## config.mk

```make
export PLATFORM = sky130hd
export DESIGN_NAME = tlb_aging_replacement_core
export DESIGN_NICKNAME = d
export VERILOG_FILES = /design/src/rtl/core/tar_pkg.sv /design/src/rtl/core/tlb_aging_replacement_core.sv /design/src/rtl/core/tar_ctrl.sv /design/src/rtl/core/tar_dpath.sv
export SDC_FILE = /design/constraint.sdc
export NUM_CORES = 2
export LEC_CHECK = 0
export BUFFER_PORTS_ARGS = -buffer_cell sky130_fd_sc_hd__buf_2
export CAP_MARGIN = 30
export CORE_MARGIN = 2
export CORE_UTILIZATION = 63
export CTS_CLUSTER_SIZE = 25
export DETAILED_ROUTE_END_ITERATION = 12
export GPL_ROUTABILITY_DRIVEN = 0
export HOLD_SLACK_MARGIN = 0.12
export PLACE_DENSITY = 0.78
export SYNTH_ARGS = -nofsm -noshare
export SYNTH_HDL_FRONTEND = slang
export SYNTH_HIERARCHICAL = 1
export SYNTH_SLANG_ARGS = --single-unit
```

## constraint.sdc

```tcl
create_clock -name clk -period 11.8 [get_ports clk]
set_clock_uncertainty 0.05 [all_clocks]
set_input_delay 1.77 -clock clk [delete_from_list [all_inputs] [get_ports clk]]
set_output_delay 1.77 -clock clk [all_outputs]
set_load 0.005 [all_outputs]
```

## src/rtl/core/tar_pkg.sv

```systemverilog
// Shared types and constants for the aging-replacement TLB core.
// No dependencies; imported by tar_ctrl, tar_dpath, tlb_aging_replacement_core and the verif files.
package tar_pkg;

  // Fixed field widths of the request and response words and the age counters
  localparam int CMD_W   = 2;
  localparam int PID_W   = 8;
  localparam int ADDR_W  = 32;
  localparam int FRAME_W = 20;
  localparam int AGE_W   = 8;

  // Defaults for the top-level parameters
  localparam int TAR_ENTRIES     = 32;
  localparam int TAR_OFFSET_BITS = 12;

  // Command codes
  localparam logic [CMD_W-1:0] CMD_SEARCH = 2'd0;
  localparam logic [CMD_W-1:0] CMD_STORE  = 2'd1;
  localparam logic [CMD_W-1:0] CMD_INVAL  = 2'd2;
  localparam logic [CMD_W-1:0] CMD_NONE   = 2'd3;

  // Age counter constants
  localparam logic [AGE_W-1:0] AGE_TOP = 8'h80;
  localparam logic [AGE_W-1:0] AGE_MAX = 8'hFF;

  typedef struct packed {
    logic [CMD_W-1:0]   cmd;
    logic [PID_W-1:0]   proc_id;
    logic [ADDR_W-1:0]  virt_addr;
    logic [FRAME_W-1:0] frame_in;
  } tar_in_t;

  typedef struct packed {
    logic               hit;
    logic [FRAME_W-1:0] frame_out;
  } tar_out_t;

  // Controller -> datapath commands
  typedef struct packed {
    logic load_req;     // latch the accepted request word
    logic capture;      // register the tag compare vectors
    logic select;       // resolve hit / victim, update ages or valids
    logic scan_step;    // one step of the lowest-age scan
    logic write_entry;  // write the victim entry
    logic load_out;     // load the response register
  } tar_cmd_t;

  // Datapath -> controller status
  typedef struct packed {
    logic [CMD_W-1:0] op;
    logic             any_free;
    logic             scan_last;
  } tar_sts_t;

endpackage

```

## src/rtl/core/tlb_aging_replacement_core.sv

```systemverilog
// Top level of the fully associative TLB with aging-counter replacement.
// Depends on tar_pkg, tar_ctrl and tar_dpath.
//
//   Channel  Dir  Handshake           Word
//   in_      in   in_valid/in_stall   tar_in_t  {cmd, proc_id, virt_addr, frame_in}
//   out_     out  out_valid/out_stall tar_out_t {hit, frame_out}
//
// One word in flight at a time; a result waiting in the output register does
// not hold off the next word. Search, invalidate and unused commands pass
// through latch, tag compare, select and response; a store adds an entry
// write, preceded when the table is full by the one-entry-per-cycle
// lowest-age scan. Reset is synchronous and clears valid bits and ages at once.
// in_stall is high from acceptance until the result is loaded.
module tlb_aging_replacement_core
  import tar_pkg::*;
#(
  parameter int ENTRIES     = TAR_ENTRIES,
  parameter int OFFSET_BITS = TAR_OFFSET_BITS
) (
  input  logic     clk,
  input  logic     rst_n,
  input  logic     in_valid,
  output logic     in_stall,
  input  tar_in_t  in_word,
  output logic     out_valid,
  input  logic     out_stall,
  output tar_out_t out_word
);

  tar_cmd_t cmd;
  tar_sts_t sts;

  // Sequencer
  tar_ctrl u_ctrl (
    .clk       (clk),
    .rst_n     (rst_n),
    .in_valid  (in_valid),
    .in_stall  (in_stall),
    .out_valid (out_valid),
    .out_stall (out_stall),
    .sts       (sts),
    .cmd       (cmd)
  );

  // Storage and compare datapath
  tar_dpath #(
    .ENTRIES     (ENTRIES),
    .OFFSET_BITS (OFFSET_BITS)
  ) u_dpath (
    .clk      (clk),
    .rst_n    (rst_n),
    .in_word  (in_word),
    .cmd      (cmd),
    .sts      (sts),
    .out_word (out_word)
  );

endmodule

```

## src/rtl/core/tar_ctrl.sv

```systemverilog
// Sequencing state machine for the TLB core: handshakes and datapath commands.
// Depends on tar_pkg.
module tar_ctrl
  import tar_pkg::*;
(
  input  logic     clk,
  input  logic     rst_n,
  input  logic     in_valid,
  output logic     in_stall,
  output logic     out_valid,
  input  logic     out_stall,
  input  tar_sts_t sts,
  output tar_cmd_t cmd
);

  typedef enum logic [2:0] {
    ST_IDLE,
    ST_CMP,
    ST_SEL,
    ST_SCAN,
    ST_WR,
    ST_DONE
  } state_t;

  state_t state_r, state_nxt;
  logic   in_stall_r, in_stall_nxt;
  logic   out_valid_r, out_valid_nxt;
  logic   accept;
  logic   out_free;

  assign accept    = in_valid && !in_stall_r;
  assign out_free  = !out_valid_r || !out_stall;
  assign in_stall  = in_stall_r;
  assign out_valid = out_valid_r;

  // Next state and commands
  always_comb begin
    state_nxt     = state_r;
    in_stall_nxt  = in_stall_r;
    out_valid_nxt = out_valid_r && out_stall;
    cmd           = '0;
    unique case (state_r)
      ST_IDLE: begin
        if (accept) begin
          cmd.load_req = 1'b1;
          in_stall_nxt = 1'b1;
          state_nxt    = ST_CMP;
        end
      end
      ST_CMP: begin
        cmd.capture = 1'b1;
        state_nxt   = ST_SEL;
      end
      ST_SEL: begin
        cmd.select = 1'b1;
        if (sts.op == CMD_STORE) begin
          state_nxt = sts.any_free ? ST_WR : ST_SCAN;
        end else begin
          state_nxt = ST_DONE;
        end
      end
      ST_SCAN: begin
        cmd.scan_step = 1'b1;
        if (sts.scan_last) begin
          state_nxt = ST_WR;
        end
      end
      ST_WR: begin
        cmd.write_entry = 1'b1;
        state_nxt       = ST_DONE;
      end
      ST_DONE: begin
        if (out_free) begin
          cmd.load_out  = 1'b1;
          out_valid_nxt = 1'b1;
          in_stall_nxt  = 1'b0;
          state_nxt     = ST_IDLE;
        end
      end
      default: state_nxt = ST_IDLE;
    endcase
  end

  // State and registered handshake outputs
  always_ff @(posedge clk) begin
    if (!rst_n) begin
      state_r     <= ST_IDLE;
      in_stall_r  <= 1'b0;
      out_valid_r <= 1'b0;
    end else begin
      state_r     <= state_nxt;
      in_stall_r  <= in_stall_nxt;
      out_valid_r <= out_valid_nxt;
    end
  end

  // Input is only taken with the sequencer at rest
  a_stall_idle: assert property (@(posedge clk) disable iff (!rst_n)
    !in_stall_r |-> state_r == ST_IDLE)
    else $error("input open while sequencer busy");

  // A response is never loaded over one still waiting
  a_load_free: assert property (@(posedge clk) disable iff (!rst_n)
    cmd.load_out |-> (!out_valid_r || !out_stall))
    else $error("response register overwritten");

  // Every accepted word reaches the compare step next
  a_accept_cmp: assert property (@(posedge clk) disable iff (!rst_n)
    accept |=> state_r == ST_CMP)
    else $error("accepted word not processed");

endmodule

```

## src/rtl/core/tar_dpath.sv

```systemverilog
// Datapath of the TLB core: tag CAM, age counters, frame memory, victim scan,
// response register. Depends on tar_pkg.
module tar_dpath
  import tar_pkg::*;
#(
  parameter int ENTRIES     = TAR_ENTRIES,
  parameter int OFFSET_BITS = TAR_OFFSET_BITS
) (
  input  logic     clk,
  input  logic     rst_n,
  input  tar_in_t  in_word,
  input  tar_cmd_t cmd,
  output tar_sts_t sts,
  output tar_out_t out_word
);

  localparam int IDX_W  = (ENTRIES > 1) ? $clog2(ENTRIES) : 1;
  localparam int PAGE_W = ADDR_W - OFFSET_BITS;
  localparam logic [IDX_W-1:0] LAST_IDX = IDX_W'(ENTRIES - 1);

  tar_in_t            req_r;
  logic [PAGE_W-1:0]  req_page;

  logic [ENTRIES-1:0] valid_r;
  logic [PID_W-1:0]   pid_r   [ENTRIES];
  logic [PAGE_W-1:0]  page_r  [ENTRIES];
  logic [AGE_W-1:0]   age_r   [ENTRIES];
  logic [FRAME_W-1:0] frame_mem_r [ENTRIES];

  logic [ENTRIES-1:0] hit_vec, pidm_vec;
  logic [ENTRIES-1:0] hit_vec_r, pidm_vec_r, free_vec_r;
  logic [IDX_W-1:0]   hit_idx, free_idx;
  logic               any_hit, any_free;

  logic               hit_r;
  logic [FRAME_W-1:0] frame_q_r;
  logic [IDX_W-1:0]   victim_r;
  logic [IDX_W-1:0]   scan_idx_r;
  logic [AGE_W-1:0]   low_r;
  logic [AGE_W-1:0]   scan_age;
  logic               do_age;
  tar_out_t           out_r;

  assign req_page = req_r.virt_addr[ADDR_W-1:OFFSET_BITS];
  assign any_hit  = |hit_vec_r;
  assign any_free = |free_vec_r;
  assign do_age   = cmd.select && (req_r.cmd == CMD_SEARCH) && any_hit;
  assign scan_age = age_r[scan_idx_r];

  assign sts.op        = req_r.cmd;
  assign sts.any_free  = any_free;
  assign sts.scan_last = (scan_idx_r == LAST_IDX);
  assign out_word      = out_r;

  // Request latch
  always_ff @(posedge clk) begin
    if (cmd.load_req) begin
      req_r <= in_word;
    end
  end

  // Parallel tag compare across all entries
  always_comb begin
    for (int i = 0; i < ENTRIES; i++) begin
      pidm_vec[i] = (pid_r[i] == req_r.proc_id);
      hit_vec[i]  = valid_r[i] && pidm_vec[i] && (page_r[i] == req_page);
    end
  end

  always_ff @(posedge clk) begin
    if (cmd.capture) begin
      hit_vec_r  <= hit_vec;
      pidm_vec_r <= pidm_vec;
      free_vec_r <= ~valid_r;
    end
  end

  // Lowest-index hit and lowest-index free entry
  always_comb begin
    hit_idx  = '0;
    free_idx = '0;
    for (int i = ENTRIES - 1; i >= 0; i--) begin
      if (hit_vec_r[i]) begin
        hit_idx = IDX_W'(i);
      end
      if (free_vec_r[i]) begin
        free_idx = IDX_W'(i);
      end
    end
  end

  // Valid bits: set on entry write, cleared by process invalidate
  always_ff @(posedge clk) begin
    if (!rst_n) begin
      valid_r <= '0;
    end else if (cmd.select && (req_r.cmd == CMD_INVAL)) begin
      valid_r <= valid_r & ~pidm_vec_r;
    end else if (cmd.write_entry) begin
      valid_r[victim_r] <= 1'b1;
    end
  end

  // Tag storage
  always_ff @(posedge clk) begin
    if (cmd.write_entry) begin
      pid_r[victim_r]  <= req_r.proc_id;
      page_r[victim_r] <= req_page;
    end
  end

  // Age counters: all shift on a hit, hit entry gets the top bit
  always_ff @(posedge clk) begin
    if (!rst_n) begin
      for (int i = 0; i < ENTRIES; i++) begin
        age_r[i] <= '0;
      end
    end else if (do_age) begin
      for (int i = 0; i < ENTRIES; i++) begin
        age_r[i] <= (age_r[i] >> 1) | ((hit_idx == IDX_W'(i)) ? AGE_TOP : '0);
      end
    end
  end

  // Frame memory, registered read at the hit index
  always_ff @(posedge clk) begin
    if (cmd.write_entry) begin
      frame_mem_r[victim_r] <= req_r.frame_in;
    end
    if (cmd.select) begin
      frame_q_r <= frame_mem_r[hit_idx];
    end
  end

  // Hit flag and victim selection / lowest-age scan
  always_ff @(posedge clk) begin
    if (cmd.select) begin
      hit_r      <= (req_r.cmd == CMD_SEARCH) && any_hit;
      victim_r   <= any_free ? free_idx : '0;
      low_r      <= AGE_MAX;
      scan_idx_r <= '0;
    end else if (cmd.scan_step) begin
      if (scan_age < low_r) begin
        low_r    <= scan_age;
        victim_r <= scan_idx_r;
      end
      scan_idx_r <= scan_idx_r + 1'b1;
    end
  end

  // Response register
  always_ff @(posedge clk) begin
    if (cmd.load_out) begin
      out_r.hit       <= hit_r;
      out_r.frame_out <= hit_r ? frame_q_r : '0;
    end
  end

  // The victim picked from the free list is really free
  a_free_victim: assert property (@(posedge clk) disable iff (!rst_n)
    (cmd.select && (req_r.cmd == CMD_STORE) && any_free) |=> !valid_r[victim_r])
    else $error("free victim already valid");

  // A written entry is valid afterwards
  a_write_valid: assert property (@(posedge clk) disable iff (!rst_n)
    cmd.write_entry |=> valid_r[$past(victim_r)])
    else $error("written entry not valid");

  // A search hit leaves the hit entry with the top age bit set
  a_age_top: assert property (@(posedge clk) disable iff (!rst_n)
    do_age |=> age_r[$past(hit_idx)][AGE_W-1])
    else $error("hit entry age not refreshed");

endmodule

```

### Word-level counts from Yosys, hierarchy flattened

Memories as Yosys holds them, arrays and structs flattened. A register that Yosys moved wholly into a read port is not among the register bits.
Cells that the tools add are included.
W data, S select, Z words.

* bits in registers: 235
* bits in writable memories: 1792
* bits of input ports: 66
* output and inout bits: 23
* logic and storage cells: 450
* memories: 4

* add/sub/neg operators: 1
* magnitude comparators: 3
* equality and inequality tests: 106
* multiplexer cells: 163
* bitwise operators: 68
* reductions and logical operators: 88

Memories
* u_dpath.frame_mem_r: words 32, width 20, read ports 1, clocked after Yosys merged registers in 1, wr ports 1, line tar_dpath.sv:28 `logic [FRAME_W-1:0] frame_mem_r [ENTRIES];`
* u_dpath.page_r: words 32, width 20, read ports 32, clocked after Yosys merged registers in 0, wr ports 1, line tar_dpath.sv:26 `logic [PAGE_W-1:0] page_r [ENTRIES];`
* u_dpath.age_r: words 32, width 8, read ports 33, clocked after Yosys merged registers in 1, wr ports 32, line tar_dpath.sv:27 `logic [AGE_W-1:0] age_r [ENTRIES];`
* u_dpath.pid_r: words 32, width 8, read ports 32, clocked after Yosys merged registers in 0, wr ports 1, line tar_dpath.sv:25 `logic [PID_W-1:0] pid_r [ENTRIES];`

Operators with widths (count)
* $eq A20 B20 Y1: 32
* $mux W8: 64
* $mux W5: 70
* $eq A8 B8 Y1: 32
* $or A7 B8 Y8: 32
* $eq A5 B5 Y1 const B: 17
* $logic_and A1 B1 Y1: 71
* $mux W32: 2
* $not A32 Y32: 2
* $reduce_or A32 Y1: 2
* $eq A5 B4 Y1 const B: 8
* $and A32 B32 Y32: 1
* $or A1 B1 Y1: 32
* $or A32 B32 Y32: 1
* $eq A5 B3 Y1 const B: 4
* $mux W1: 19
* $pmux W3 S6: 1
* $mux W3: 5
* $eq A5 B2 Y1 const B: 2
* $lt A8 B8 Y1: 1
* $reduce_bool A2 Y1: 4
* $eq A3 B2 Y1 const B: 2
* $eq A3 B3 Y1 const B: 2
* $lt A5 B6 Y1 const B: 1
* 17 further kinds: 22

### Logic depth before layout (Yosys ltp)

* word-level depth: 36
* mapped depth: 17
* depth with buffers taken out: 12

### Cells and area by module

Netlist, hierarchy kept.

Modules (own cells, without submodules)
* tar_dpath: times used 1, cells an instance 5029, area an instance 82054.9 um2, sequential area each 60608.1 um2
* tar_ctrl: times used 1, cells an instance 38, area an instance 316.6 um2, sequential area each 100.1 um2

### Worst setup path before layout

Ideal clock, no wire load.

* path type: in2reg
* start: input rst_n
* end: memory u_dpath.age_r[0][0] (enable)
* data arrival time: 6.126 ns
* setup slack: 3.647 ns
* stages on the path: 2
* buffers on the path: 1
* path through: clkbuf_1 > nand2_1

RTL lines
* start, declared: line tlb_aging_replacement_core.sv:21 `input logic rst_n,`
* end, declared: line tar_dpath.sv:27

==> flow_metrics.env <==
export IMPL_outcome="finished, final reports clean"
export IMPL_clock_latency_ns=0.82
export IMPL_area_delta_synth_final_pct=11.0
export IMPL_syn_nets=5142
export IMPL_ys_seq_area_share_pct=73.7
export IMPL_start_kind="register"
export IMPL_use_met2_pct=44.2
export IMPL_ctsHoldBuffers=0
export IMPL_cap_violations=0
export IMPL_hold_viol_final=0
export IMPL_numCtsBuffers=192
export IMPL_slowest_stage="or4b_2"
export IMPL_period_minus_slack_ns=4.89
export IMPL_antenna_left=0
export IMPL_grt_pass1_wl_mm=273
export IMPL_grt_met1_usage_pct=39.3
export IMPL_cts_sinks=2040
export IMPL_drc_errors=0
export IMPL_synth_area_mm2=0.0824
export IMPL_post_cts_resized=0
export IMPL_endpoint_kind="register"
export IMPL_row_count=132
export IMPL_finalWirelength_mm=185
export IMPL_max_slew_worst_pin_slew_ns=1.28
export IMPL_path_cells="buf_4, buf_16, mux4_2, mux4_2, mux2_2, ha_1, or4b_2, o21ai_1, and4b_1, or2_2"
export IMPL_dr_pass1_iters=5
export IMPL_drive_gt1_share_pct=11.7
export IMPL_crit_arrival_ns=5.32
export IMPL_drtIter0Drc=5534
export IMPL_synth_edf_count=1985
export IMPL_p_per_area_mw_per_mm2=175
export IMPL_core_mm2=0.130
export IMPL_finalNetCount=5282
export IMPL_reg2reg_slack_ns=6.91
export IMPL_synthTopCellsByArea="edfxtp_1 72%, xnor2_1 6.8%, xor2_1 2.7%, mux2i_1 2.7%, mux4_2 2.1%"
export IMPL_rsz0062_at_grt="no"
export IMPL_cts_setup_buffers=0
export IMPL_path_clk_slew_ns=0.07
export IMPL_grt_busiest_layer="met2"
export IMPL_postSynthCellCount=5067
export IMPL_synth_common_cells="1,985 x edfxtp_1, 642 x xnor2_1, 257 x xor2_1"
export IMPL_leakage_uw=0.0296
export IMPL_fin_crit_sh_pct=41.4
export IMPL_synth_cell_types=77
export IMPL_yosysMostFrequentCell="edfxtp_1"
export IMPL_dieArea_mm2=0.134
export IMPL_synth_main_ff_cell="edfxtp_1"
export IMPL_netlist_area_leader_share_pct=72.4
export IMPL_ys_ff_latch=2040
export IMPL_slowest_delay_ns=0.67
export IMPL_maxSlewHeadroom_pct=14.6
export IMPL_setup_viol=0
export IMPL_grt_pass1_vias=43500
export IMPL_initial_core_util_pct=63.5
export IMPL_fin_hold_ws_ns=0.423
export IMPL_cts_tree="yes"
export IMPL_drv_slew=0
export IMPL_holdCritPathClass="reg2reg"
export IMPL_avgSynthCellArea_um2=16.3
export IMPL_yosysWarnings=6
export IMPL_cp_required_ns=12.23
export IMPL_grt_antenna_before_repair=6
export IMPL_port_buffers=76
export IMPL_die_y_um=366
export IMPL_ir_drop_mv=0.180
export IMPL_diodes=0
export IMPL_crit_top_cell="mux4_2"
export IMPL_power_uw=16000
export IMPL_ios=89
export IMPL_hpwl_mm=101
export IMPL_post_route_util_pct=70.5
export IMPL_multi_input_area_mm2=0.0207
export IMPL_vias=43800
export IMPL_async_flop_share_pct=0
export IMPL_cts_path_max_buffers=3
export IMPL_gr_total_overflow=0
export IMPL_num_fill_cells=7890
export IMPL_finalNonFillerCells=7117
export IMPL_seq_area_mm2=0.0607
export IMPL_fmax_mhz=205
export IMPL_critPathMaxFanout=43
export IMPL_globalRouteMet3Util_pct=5.65
export IMPL_track_usage_pct=28.0
export IMPL_cts_root_buf="clkbuf_16"
export IMPL_die_x_um=366
export IMPL_worstSetupPathType="reg2reg"
export IMPL_synth_top_cell_by_area="edfxtp_1"
export IMPL_dp_cells=6749
export IMPL_grt_max_degree=228
export IMPL_avgRoutedWirePerCell_um=26.0
export IMPL_vias_per_cell=6.15
export IMPL_final_setup_tns_ns=0
export IMPL_htreeDepth=4
cell usage in the layout, fill, tap and decap left out, types with 15 or more instances in the layout:
cell / synthesis / layout
a21o_1: 20 / 20
a21oi_1: 151 / 150
a22oi_1: 32 / 32
and2_1: 248 / 248
buf_12: 0 / 15
buf_2: 39 / 77
buf_4: 13 / 111
clkbuf_1: 135 / 53
clkbuf_16: 0 / 195
clkinv_1: 1 / 47
clkinv_2: 0 / 36
dfxtp_1: 55 / 53
edfxtp_1: 1985 / 1985
inv_1: 54 / 54
mux2i_1: 221 / 221
mux4_2: 78 / 78
nand2_1: 228 / 223
nand3_1: 18 / 16
nand4_1: 195 / 195
nor2_1: 183 / 148
nor2_4: 0 / 35
nor3_1: 41 / 41
nor4_1: 148 / 148
o21ai_0: 16 / 16
o22ai_1: 115 / 115
xnor2_1: 642 / 642
xor2_1: 257 / 257
layout make-up:
| cell class | instances | share of cell area [%] |
|---|---|---|
| clock inverters | 109 | 0.982 |
| repair buffers | 205 | 1.72 |
| clock buffers | 253 | 5.63 |
| multi-input cells | 2713 | 22.6 |
| inverters | 55 | 0.226 |
| flip-flops and latches | 2040 | 66.4 |
| well taps | 1742 | 2.38 |
critical path, delay by kind of cell (launching register included):
kind            cells  cell delay [ns]
mux                 3             1.34
flops               1             0.60
buf+inv             2             0.52
fa+ha+maj           1             0.19
compound gates      1             0.17
simple gates        3             1.64
through the flow:
| step | instance area, µm² | setup WS (ns) |
|---|---|---|
| floorplan | 82400 | 3.65 |
| global placement | 85000 | 6.54 |
| detailed placement | 85200 | 6.51 |
| CTS | 91300 | 6.49 |
| global route | 91400 | 6.61 |
| finish | 91400 | 6.91 |
worst paths after layout:
path	start	endpoint	cells past startpoint
hold reg to reg	u_dpath/valid_r[16]$_SDFFE_PN0P_	u_dpath/free_vec_r[16]$_DFFE_PP_	1
setup / recovery	register	u_dpath/victim_r[4]$_DFFE_PP_	10
hold / removal	u_dpath/valid_r[16]$_SDFFE_PN0P_	u_dpath/free_vec_r[16]$_DFFE_PP_	1
setup reg to reg	register	u_dpath/victim_r[4]$_DFFE_PP_	10
kinds of logic (layout without fill, tap and decap cells):
group | after synthesis | after routing | share of synthesized area (%)
DFF | 2040 | 2040 | 73.7
and+or+nand+nor | 1120 | 1120 | 7.27
xor gates and xnor gates | 899 | 899 | 9.56
AOI/OAI and AO/OA | 378 | 378 | 2.82
buffers and inverters | 314 | 622 | 1.59
muxes | 307 | 307 | 4.93
adders and majority gates | 9 | 9 | 0.137
where the power goes:
part           internal (µW)  total, µW  switching (µW)  leakage (µW)
clock                   3340       5940            2610       0.00296
combinational            662       1660            1000       0.00803
sequential              8200       8370             163        0.0186
registers in the layout (all words and copies together), names as in the netlist, named ones only:
name / count
u_ctrl/in_stall: 1
u_dpath/frame_q_r: 20
u_dpath/age_r: 256
u_dpath/out_word: 21
u_dpath/free_vec_r: 32
u_dpath/sts: 2
u_dpath/victim_r: 5
u_dpath/req_r: 28
u_ctrl/out_valid: 1
u_ctrl/state_r: 3
u_dpath/hit_vec_r: 32
u_dpath/frame_mem_r: 640
u_dpath/pid_r: 256
u_dpath/pidm_vec_r: 32
u_dpath/page_r: 640
u_dpath/low_r: 8
u_dpath/hit_r: 1
u_dpath/valid_r: 32
u_dpath/req_page: 20
u_dpath/scan_idx_r: 5
per-layer routing:
| metal | up-vias | routed length, µm | share of wire, % |
|---|---|---|---|
| met5 | - | 33 | 0.018 |
| met4 | 6 | 6170 | 3.3 |
| met3 | 396 | 19200 | 10 |
| met2 | 2255 | 87000 | 47 |
| met1 | 21900 | 72500 | 39 |
| li1 | 19300 | - | - |
(Power assumes the default switching activity.)
